$ cat src/ptq_ram.sv
// ---------------------------------------------------------------------------
// ptq_ram
// Generic simple dual port RAM, one write and one registered read port.
// ---------------------------------------------------------------------------
`default_nettype none

module ptq_ram #(
    parameter int WIDTH = 8,
    parameter int DEPTH = 64
) (
    input  logic                     clk,
    input  logic                     we,
    input  logic [$clog2(DEPTH)-1:0] waddr,
    input  logic [WIDTH-1:0]         wdata,
    input  logic [$clog2(DEPTH)-1:0] raddr,
    output logic [WIDTH-1:0]         rdata
);

    logic [WIDTH-1:0] mem [DEPTH];

    always_ff @(posedge clk)
    begin
        if (we)
        begin
            mem[waddr] <= wdata;
        end
        rdata <= mem[raddr];
    end

endmodule

`default_nettype wire

$ cat config.mk
export PLATFORM = sky130hd
export DESIGN_NAME = ptq_ram
export DESIGN_NICKNAME = d
export VERILOG_FILES = /design/src/ptq_ram.sv
export SDC_FILE = /design/constraint.sdc
export NUM_CORES = 1
export LEC_CHECK = 0
export BUFFER_PORTS_ARGS = -buffer_cell sky130_fd_sc_hd__buf_2
export CORE_AREA = 2 2 215 217
export CTS_BUF_LIST = sky130_fd_sc_hd__clkbuf_8
export DETAILED_ROUTE_END_ITERATION = 6
export DIE_AREA = 0 0 217 219
export RECOVER_POWER = 50
export SYNTH_ARGS = -nofsm -noshare
export SYNTH_HDL_FRONTEND = slang
export SYNTH_SLANG_ARGS = --single-unit
export TNS_END_PERCENT = 1
$ cat constraint.sdc
create_clock -name clk -period 5.35 [get_ports clk]
set_clock_uncertainty 0.15 [all_clocks]
set_input_delay 0.2675 -clock clk [delete_from_list [all_inputs] [get_ports clk]]
set_output_delay 0.2675 -clock clk [all_outputs]
set_load 0.005 [all_outputs]
# [Yosys cells after proc, flatten, opt, wreduce, memory -nomap -nowiden]
# Memory sizes are Yosys's and may differ from the RTL's. A register that Yosys moved wholly into a read port is not among the register bits.
# Index checks and enable logic that the tools add are counted.
[word_totals] ram_bits=512 memories=1 ff_bits=0 latch_bits=0 romBits=0 inputBits=22
[classes] mul=0 magnitude_cmp=0 n_eq_ne=0 reduce_logical=0 div=0 bitwise_logic=0 shifts=0 mux=2 addsub=0
[mem_list] memory="mem" words=64 word_bits=8 read_ports=1 rd_ports_with_merged_regs=1 wr=1 line="19" rtl="logic [WIDTH-1:0] mem [DEPTH];"
[ops] cell="$mux 1" count=2

# [Depth between registers and ports, before layout]
[logic_depth] depth_word=2 depth_mapped=9

# [Worst setup path after synthesis]
# Ideal clock, no wire load.
[synth_timing] path_type="input to register" startpoint="in raddr[1]" endpoint="reg rdata[3], read port of mem" t_arrival_ns=1.807 setup_time_ns=0.128 slack_ns=3.265 path_buffers=3 path_stages=7 cell_sequence="buf_4 > buf_2 > buf_2 > mux4_2 > mux4_2 > o21ai_1 > o41ai_1"
[synth_rtl] element="start, declared" line="15" rtl="input logic [$clog2(DEPTH)-1:0] raddr,"
[synth_rtl] element="end, declared" line="16" rtl="output logic [WIDTH-1:0] rdata"

# [Worst setup path after layout]
[layout_timing] startpoint="in wdata[2]" endpoint="mem mem[44][2] (data pin)"
[layout_rtl] element="start, declared" line="14" rtl="input logic [WIDTH-1:0] wdata,"
[layout_rtl] element="end, declared" line="19"
# Straight into the memory's write port.

==> impl_results.md <==
* Max Cap Viol at 8
* Slew Viols, Final at 520
* Grt ovf at 0
* Worst r2r dst: rdata[4]
* Mapped Nets at between 900 and 1000
* Post-CTS setup buffer count at 0
* Min Clock Period, post-route at about 2.7 ns
* Final-stage net count at roughly 1000
* Clock Tree Buf Depth at 3
* CTS tree: built
* Leakage power at between 7 and 8 nW
* R2r worst-path depth at 5
* Crit path launch type: primary input
* Count of final hold-check violations at 0
* Worst-Skew Late Latency at between 0.6 and 0.7 ns
* Max IR drop VDD at roughly 0.00016 V
* Final wirelength at 44.8 mm
* PortBufs at 29
* Area of the multi-input gates at 0.00432 mm^2
* Root Driver: clkbuf_8
* R2R Path Start: mem[21][4]
* RSZ-0062 raised after global routing: false
* Cell Area, Synth at slightly above 0.02 mm^2
* Critical path depth at 2
* Largest net degree at the start of global routing at 73
* Slew HR at -1.03
* Die H at approximately 220 um
* Total GRT Usage at 0.195
* Crit share post-route at 0.505
* Worst Path Buf+Inv at 2
* Initial antenna violation count at 1
* Worst setup path startpoint: wdata[2]
* Largest stage delay, worst path at 2.13 ns
* Violated checks: max-capacitance violations, max-slew violations
* CP Data Required Time at approximately 5.2 ns
* Synth Register Bits at 520
* Crit-path cells: buf_2 > clkbuf_1
* Synth cell types at 40
* Syn. warnings at 0
* Final core utilization at 0.499
* Worst R2R Setup Slack at 3.01 ns
* DRC viols at 0
* Cell Pwr Density at about 360 mW/mm^2
* TNS Setup at 0 ns
* Post-synthesis sequential area ratio at 0.770
* Fmax at 0.370 GHz
* Syn Inst Count at 940
* P&R area growth vs syn at 11.5%
* Outcome: complete, but fails checks
* Clock sink count at 520
* DR WL/cell at 26.5 um
* Total number of vias at ~9600
* Routed Antenna Nets at 0
* Starting Density at 0.447
* Min-Delay Path Class: primary input to flip-flop
* Storage cell area at about 0.016 mm^2
* Die Area at ~0.048 mm^2
* Total CTS buffers at 83
* Arrival time worst endpoint at roughly 2.5 ns
* CTS clk-pin slew, worst paths at 0.06 ns
* Worst Path Max Fanout at between 60 and 70
* Critical path type: primary input to flip-flop
* I/O Pins at 30
* Family with the most delay on the worst path: buffers and inverters
* Die Wd at 217 um
* Setup violations, final at 0
* First-pass GRT wire length at 66.5 mm
* Post-synth top flop: edfxtp_1
* 1st-pass router iterations at 5
* Starting DRT DRC Count at between 1000 and 1500
* Placer Congestion at between 0.7 and 0.8
* Via density per instance at around 5.7
* H-tree depth at 3
* Setup crit end: mem[44][2]
* Filler cell count at about 3700
* EDFF count, synth at approximately 500
* Worst Setup End Kind: flip-flop
* Core area at roughly 0.045 mm^2
* Number of global-route vias before repair at 9981
* Asr flop ratio synth at 0
* Share of post-route cells with drive strength above 1 at 0.254
* Tightest Pin Transition at roughly 3.0 ns
* Dpl hpwl at roughly 26 mm
* Total power at a little over 8 mW
* Critical Path Slowest Stage Cell: clkbuf_1
* # rows at 78
* Avg Cell Area, Syn at approximately 21 um^2
## cells in the final DEF (no fill, tap or decap), drive strengths merged, types with 3 or more instances in the layout
cell         Yosys  routed
edfxtp         512     512
mux4           126     126
clkbuf          17     106
nor2            83      83
buf             34      33
inv              0      27
clkinv           0      26
mux2i           23      23
nand2           19      19
nor2b           14      14
mux2            13      13
nand3           13      13
o221ai           8       8
o22ai            8       8
dfxtp            8       8
nand2b           7       7
nor3             7       7
a221oi           6       6
a211oi           4       4
dlygate4sd3      0       4
o21ai            4       4
nand3b           3       3
a21oi            3       3
a22oi            3       3
o2111ai          3       3
o2bb2ai          3       3
bufinv           0       3
## metrics by stage
step	hold WS (ns)	std cells	area, um^2	worst slack [ns]
5_1_grt	0.159	1689	22500	2.41
3_3_place_gp	0.535	1535	20900	2.21
6_report	0.139	1691	22500	2.65
3_5_place_dp	0.528	1535	20900	2.22
4_1_cts	0.0782	1689	22500	2.83
2_1_floorplan	0.216	940	20200	3.26
## layer usage
metal	global-route usage	wire [um]	vias to the layer above
li1	-	-	4118
met1	0.274	19600	5097
met2	0.301	21100	342
met3	0.0442	2900	75
met4	0.0740	1200	0
met5	0	0	-
## flip-flops by register name, summed over array words and instances, names as in the netlist
name,flops
rdata,8
mem,512
## Yosys cell counts (all sizes together) (8+ instances only)
master / number / share of area
edfxtp: 512 / 0.76
mux2i: 23 / 0.011
mux2: 13 / 0.0073
o22ai: 8 / 0.0025
mux4: 126 / 0.14
nor2: 83 / 0.015
o221ai: 8 / 0.0035
nand3: 13 / 0.0032
buf: 34 / 0.013
clkbuf: 17 / 0.0032
nand2: 19 / 0.0035
nor2b: 14 / 0.0043
dfxtp: 8 / 0.0079
## layout make-up
cell class                 instances  area share
timing repair buffer              50      0.0133
sequential                       520       0.691
multi-input combinational        369       0.192
antenna                            2    0.000223
tap                              600      0.0334
clock inverter                    57      0.0135
clock buffer                      93      0.0569
## worst min path at each step
stage                   from  cells after the start   endpoint  slack, ns
floorplan           wdata[0]                      0  mem[0][0]       0.22
global placement    rdata[1]                      1   rdata[1]       0.54
detailed placement  rdata[0]                      1   rdata[0]       0.53
CTS                 raddr[4]                      4   rdata[2]       0.08
global route        raddr[4]                      4   rdata[2]       0.16
finish              raddr[4]                      4   rdata[2]       0.14
## repair_timing
action,in CTS,in global routing
hold buffers,4,0
gates resized for setup,0,0
endpoints found under the hold margin,11,0
## power breakdown
group	switching [mW]	internal, mW
Clock	1.50	1.73
Combinational	0.254	0.149
Sequential	0.0119	4.52
## cells by family (layout without fill, tap and decap cells)
logic type / Yosys count / in the layout / share of synthesized area
and+or+nand+nor: 153 / 153 / 0.0339
AOI/OAI and AO/OA: 54 / 54 / 0.0207
muxes: 162 / 162 / 0.159
buffers and inverters: 51 / 200 / 0.0157
DFF: 520 / 520 / 0.770
other: 0 / 2 / 0
No activity file was read; power rests on OpenSTA's default activity.
