==> config.mk <==
export PLATFORM = sky130hd
export DESIGN_NAME = ptq_dist
export DESIGN_NICKNAME = d
export VERILOG_FILES = /design/src/ptq_pkg.sv /design/src/ptq_dist.sv
export SDC_FILE = /design/constraint.sdc
export NUM_CORES = 2
export LEC_CHECK = 0
export BUFFER_PORTS_ARGS = -buffer_cell sky130_fd_sc_hd__buf_2
export CORE_UTILIZATION = 35
export DETAILED_ROUTE_END_ITERATION = 10
export RECOVER_POWER = 25
export SYNTH_ARGS = -nofsm -noshare
export SYNTH_HDL_FRONTEND = slang
export SYNTH_SLANG_ARGS = --single-unit
==> constraint.sdc <==
create_clock -name clk -period 10.6 [get_ports clk]
set_clock_uncertainty 0.15 [all_clocks]
set_input_delay 2.12 -clock clk [delete_from_list [all_inputs] [get_ports clk]]
set_output_delay 2.12 -clock clk [all_outputs]
set_load 0.1 [all_outputs]
==> src/ptq_pkg.sv <==
// ---------------------------------------------------------------------------
// ptq_pkg
// Shared types and constants of the point table query block.
// ---------------------------------------------------------------------------
`default_nettype none

package ptq_pkg;

    localparam int FIELD_W = 24;
    localparam int KEY_W   = 8;
    localparam int MODE_W  = 3;
    localparam int RAD_W   = 23;
    localparam int DIST_W  = 50;

    localparam int DEF_TABLE_SLOTS = 64;
    localparam int DEF_COORD_BITS  = 24;

    typedef enum logic [MODE_W-1:0] {
        MODE_ADD     = 3'd0,
        MODE_SET     = 3'd1,
        MODE_LOOKUP  = 3'd2,
        MODE_NEAREST = 3'd3,
        MODE_RADIUS  = 3'd4,
        MODE_CLEAR   = 3'd5
    } mode_t;

    // control tag that travels with each slot read through the distance pipe
    typedef struct packed {
        logic live;
        logic occupied;
    } scan_tag_t;

endpackage

`default_nettype wire

==> src/ptq_dist.sv <==
// ---------------------------------------------------------------------------
// ptq_dist
// Three stage squared distance pipe: abs difference, square, sum.
// ---------------------------------------------------------------------------
`default_nettype none

module ptq_dist import ptq_pkg::*; #(
    parameter int TABLE_SLOTS = DEF_TABLE_SLOTS,
    parameter int COORD_BITS  = DEF_COORD_BITS
) (
    input  logic                             clk,
    input  logic                             rst_n,
    input  logic signed [COORD_BITS-1:0]     qx,
    input  logic signed [COORD_BITS-1:0]     qy,
    input  logic signed [COORD_BITS-1:0]     qz,
    input  scan_tag_t                        in_tag,
    input  logic [$clog2(TABLE_SLOTS)-1:0]   in_idx,
    input  logic [KEY_W-1:0]                 in_key,
    input  logic                             in_open,
    input  logic signed [COORD_BITS-1:0]     in_x,
    input  logic signed [COORD_BITS-1:0]     in_y,
    input  logic signed [COORD_BITS-1:0]     in_z,
    output scan_tag_t                        out_tag,
    output logic [$clog2(TABLE_SLOTS)-1:0]   out_idx,
    output logic [KEY_W-1:0]                 out_key,
    output logic                             out_open,
    output logic signed [COORD_BITS-1:0]     out_x,
    output logic signed [COORD_BITS-1:0]     out_y,
    output logic signed [COORD_BITS-1:0]     out_z,
    output logic [DIST_W-1:0]                out_dist
);

    localparam int IDX_W = $clog2(TABLE_SLOTS);
    localparam int ABS_W = COORD_BITS + 1;
    localparam int SQ_W  = 2 * ABS_W;
    localparam int SUM_W = SQ_W + 2;
    localparam int ENT_W = KEY_W + 1 + 3 * COORD_BITS;

    logic signed [ABS_W-1:0] dx, dy, dz;
    logic [ABS_W-1:0]        ax, ay, az;

    scan_tag_t        tag1_reg, tag2_reg, tag3_reg;
    logic [IDX_W-1:0] idx1_reg, idx2_reg, idx3_reg;
    logic [ENT_W-1:0] ent1_reg, ent2_reg, ent3_reg;
    logic [ABS_W-1:0] ax_reg, ay_reg, az_reg;
    logic [SQ_W-1:0]  sqx_reg, sqy_reg, sqz_reg;
    logic [SUM_W-1:0] sum_reg;

    assign dx = ABS_W'(in_x) - ABS_W'(qx);
    assign dy = ABS_W'(in_y) - ABS_W'(qy);
    assign dz = ABS_W'(in_z) - ABS_W'(qz);

    // most negative difference wraps to the right unsigned magnitude
    assign ax = dx[ABS_W-1] ? ABS_W'(-dx) : ABS_W'(dx);
    assign ay = dy[ABS_W-1] ? ABS_W'(-dy) : ABS_W'(dy);
    assign az = dz[ABS_W-1] ? ABS_W'(-dz) : ABS_W'(dz);

    always_ff @(posedge clk or negedge rst_n)
    begin
        if (!rst_n)
        begin
            tag1_reg <= '0;
            tag2_reg <= '0;
            tag3_reg <= '0;
        end
        else
        begin
            tag1_reg <= in_tag;
            tag2_reg <= tag1_reg;
            tag3_reg <= tag2_reg;
        end
    end

    always_ff @(posedge clk)
    begin
        idx1_reg <= in_idx;
        ent1_reg <= {in_key, in_open, in_x, in_y, in_z};
        ax_reg   <= ax;
        ay_reg   <= ay;
        az_reg   <= az;

        idx2_reg <= idx1_reg;
        ent2_reg <= ent1_reg;
        sqx_reg  <= SQ_W'(ax_reg) * SQ_W'(ax_reg);
        sqy_reg  <= SQ_W'(ay_reg) * SQ_W'(ay_reg);
        sqz_reg  <= SQ_W'(az_reg) * SQ_W'(az_reg);

        idx3_reg <= idx2_reg;
        ent3_reg <= ent2_reg;
        sum_reg  <= SUM_W'(sqx_reg) + SUM_W'(sqy_reg) + SUM_W'(sqz_reg);
    end

    assign out_tag  = tag3_reg;
    assign out_idx  = idx3_reg;
    assign out_key  = ent3_reg[ENT_W-1 -: KEY_W];
    assign out_open = ent3_reg[3*COORD_BITS];
    assign out_x    = ent3_reg[3*COORD_BITS-1 -: COORD_BITS];
    assign out_y    = ent3_reg[2*COORD_BITS-1 -: COORD_BITS];
    assign out_z    = ent3_reg[COORD_BITS-1:0];
    assign out_dist = DIST_W'(sum_reg);

endmodule

`default_nettype wire
* Word-level counts from Yosys, hierarchy flattened
Index checks and enable logic that the tools add are counted.
** Word-level totals
- Register bits after elaboration :: 542
- Word-level logic and storage cells :: 36
- Output and inout port bits :: 139
** Operators by class
- Multipliers :: 3
- Muxes and demuxes :: 3
- Add/subtract/negate cells :: 8
** Operators with widths (count)
- multiplier 25 x 25 -> 50 bit :: 3
- adder 50 bit :: 2
- negation 25 bit :: 3
- subtractor 24 x 24 -> 25 bit :: 3
- two-way mux 24 bit :: 3

* Longest topological paths before layout
- Depth in word-level cells :: 3
- Gate-level depth with buffers :: 30
- Gate-level depth less buffers :: 28

* Least setup slack after synthesis
Ideal clock, no wire load.
- Path type :: reg-to-reg
- Start point :: reg ay_reg[3]
- End point :: reg sqy_reg[48]
- Data required time :: 10.323 ns
- Arrival :: 7.235 ns
- Slack :: 3.089 ns
- Path buffers :: 2
- Stages on the path, launching flop included :: 30
- Setup time :: 0.127 ns
- Path through :: dfxtp_1 -> clkbuf_1 -> clkbuf_1 -> nand2_1 -> fa_1 -> inv_1 -> fa_1 -> inv_1 -> fa_1 -> inv_1 -> fa_1 -> inv_1 -> fa_1 -> inv_1 -> fa_1 -> inv_1 -> fa_1 -> inv_1 -> ha_1 -> a211oi_1 -> o21bai_1 -> a211oi_1 -> o21ai_0 -> o31a_1 -> a2111oi_0 -> o21ai_0 -> a21oi_1 -> o21a_1 -> o21ai_0 -> xor2_1
** On the way
- Cells in the longest elaborated chain, start to end :: 1
** RTL lines
- start: declaration :: RTL line ptq_dist.sv:45 : logic [ABS_W-1:0] ax_reg, ay_reg, az_reg;
- start signal: assignment :: RTL line ptq_dist.sv:79 : ay_reg <= ay;
- multiplier 25 x 25 -> 50 bit :: RTL line ptq_dist.sv:85 : sqy_reg <= SQ_W'(ay_reg) * SQ_W'(ay_reg);
- end signal: assignment :: RTL line ptq_dist.sv:85
- end: declaration :: RTL line ptq_dist.sv:46 : logic [SQ_W-1:0] sqx_reg, sqy_reg, sqz_reg;
Every way passes these cells.
A chain may end at the register's enable or synchronous reset.

* Final worst setup path
- Start point :: reg ay_reg[1]
- End point :: reg sqy_reg[48]
Same word-level chain as after synthesis.

==> run metrics <==
setup TNS 0 ps; layout cells sized above 1 0.0638; critical path class reg2reg; Pins Over Slew Limit 0; global route total overflow 0; Vias/cell around 4.7; first-pass GRT wire length 297000 um; cts hold-fix bufs 0; Die Footprint roughly 210000 um^2; postcts setup bufs 0; # IOs around 300; status complete, no violations; Setup violations, final 0; Area Overhead vs Synth 9.31%; Worst Path Max Fanout 27; dpl hpwl roughly 150000 um; critical path required time roughly 11000 ps; Die Ht about 460 um; Slew @ Worst Pin approximately 1400 ps; htree depth 2; CTS resizes 0; Die Wd 459 um; Yosys warnings 0; # DRC 0; Initial Util 0.353; Synth Flop Type dfxtp_1; vias in the first global route between 50k and 60k; Mapped Cells 7755; clock buffer depth 3; Synth area leaders fa_1 40%, dfxtp_1 15%, ha_1 12%, inv_1 11%, nand2_1 3.2%; Syn Area/Cell between 9 and 10 um^2; post-synthesis cell type count 92; CP Launch Type flop; Pre-Repair DR Iteration Count 5; Tot GR Track Use 0.178; endpoints failing hold 0; antenna violations before repair 7; via count 50.7k; share of the yosys chip area belonging to registers 0.148; CTS sink cnt 539; clock latency on the worst-skew pair 730 ps; async set-or-reset flop fraction in the synthesized netlist 0.0111; # nets final between 10k and 15k; Num CTS Buffers 61; core area between 200000 and 250000 um^2; EDFF count, synth 0; CP arrival just over 9000 ps; Max-slew headroom 0.0515; cell area after synthesis ~73000 um^2; final worst-path cycle share 0.816; pin count of the biggest net entering global routing 30; placed inst area approximately 80000 um^2; Layout Cells excl Fill about 11k; port bufs roughly 300; RSZ-0062 raised after global routing false; area leader, netlist fa_1; clock transition at the registers of the reported paths roughly 60 ps; Synth top area share 0.396; Achievable Freq approximately 120 MHz; Routed Antenna Nets 0; Core Rows approximately 170; placed instance count about 11k; synth cell count leaders 2154 x inv_1, 1450 x fa_1, 689 x ha_1; initial DRC count 2644; Root Driver clkbuf_16; routed length per placed instance approximately 17 um; critical path endpoint category flop; flop and latch count out of synthesis around 540; drt total wl 183000 um; count leader, synth inv_1; Hold WC Path Type reg2reg; Final min period roughly 8700 ps; GPL Wtd Cong 0.928; Max-Cap Viols 0; CTS tree built; cell area after layout between 80000 and 90000 um^2
[critical path, stage by stage, from the launching register on]
cell and delay (ps):
dfxtp_1 1100, nand2_1 210, fa_1 530, inv_1 50, fa_1 540, inv_1 60
fa_1 520, inv_1 50, fa_1 490, inv_1 60, fa_1 530, inv_1 50
fa_1 480, inv_1 50, fa_1 530, inv_1 60, ha_1 370, a211oi_1 260
o21bai_1 130, a211oi_1 310, o21ai_0 210, o31a_1 370, a2111oi_0 500, o21ai_0 190
a21oi_1 260, o21a_1 180, o21ai_0 100, xor2_1 150
[path summary, 6_finish.rpt]
| check | startpoint | to | slack (ps) | cells past startpoint |
|---|---|---|---|---|
| setup / recovery | ay_reg[1] | sqy_reg[48] | 1950 | 27 |
| hold / removal | ent2_reg[38] | ent3_reg[38] | 140 | 0 |
| setup reg to reg | ay_reg[1] | sqy_reg[48] | 1950 | 27 |
| hold reg to reg | ent2_reg[38] | ent3_reg[38] | 140 | 0 |
| max in group asynchronous | rst_n | tag1_reg[0] | 9120 | 1 |
| min in group asynchronous | rst_n | out_tag[1] | 1050 | 1 |
[cell usage in the layout (no fill, tap or decap), types with 30 or more instances in the layout]
| cell | instances |
|---|---|
| nor2b_1 | 53 |
| xor2_1 | 123 |
| ha_1 | 689 |
| o21ai_0 | 130 |
| a21o_1 | 135 |
| nand2_1 | 633 |
| nor2_1 | 249 |
| clkbuf_16 | 61 |
| dfxtp_1 | 533 |
| fa_1 | 1450 |
| nor3_1 | 33 |
| buf_2 | 301 |
| and2_1 | 362 |
| a31oi_1 | 39 |
| buf_4 | 58 |
| inv_1 | 2154 |
| a211oi_1 | 30 |
| and3_1 | 50 |
| nand3_1 | 61 |
| xnor2_1 | 220 |
| a21oi_1 | 262 |
[metrics by stage]
| step | util | hold slack [ps] | worst slack, ps |
|---|---|---|---|
| after floorplan | - | 160 | 3090 |
| after CTS | 0.386 | 150 | 2010 |
| after global routing | 0.386 | 163 | 1450 |
| final | 0.386 | 141 | 1950 |
| after global placement | 0.375 | 160 | 2160 |
| after detailed placement | 0.375 | 162 | 2090 |
[logic make-up (layout without fill, tap and decap cells)]
group                      Yosys count  in the layout  share of synthesized area
and+or+nand+nor                   1550           1550                      0.102
AOI/OAI and AO/OA                  812            812                     0.0722
DFF                                539            539                      0.148
xor gates and xnor gates           343            343                     0.0410
muxes                                9              9                    0.00132
other                                1              5                  0.0000512
adders and majority gates         2139           2139                      0.514
buffers and inverters             2362           2625                      0.121
[area by class of cell]
class	instances	area (um^2)
Antenna cell	2	5.00
Clock buffer	77	1670
Clock inverter	35	504
Fill cell	20600	127000
Inverter	2154	8090
Multi-Input combinational cell	4856	53500
Sequential cell	539	10800
Tap cell	2788	3490
Timing Repair Buffer	359	1940
[layer usage]
metal,share of wire,track usage,vias to the layer above,routed length (um)
met2,0.48,0.300,1322,87300
li1,-,-,23600,-
met5,0,0,-,0
met1,0.42,0.229,25500,77100
met3,0.063,0.0320,271,11400
met4,0.038,0.0624,0,6870
Power is not shown: default switching activity piles up to over one toggle a cycle in this logic, so the estimate is an artifact.
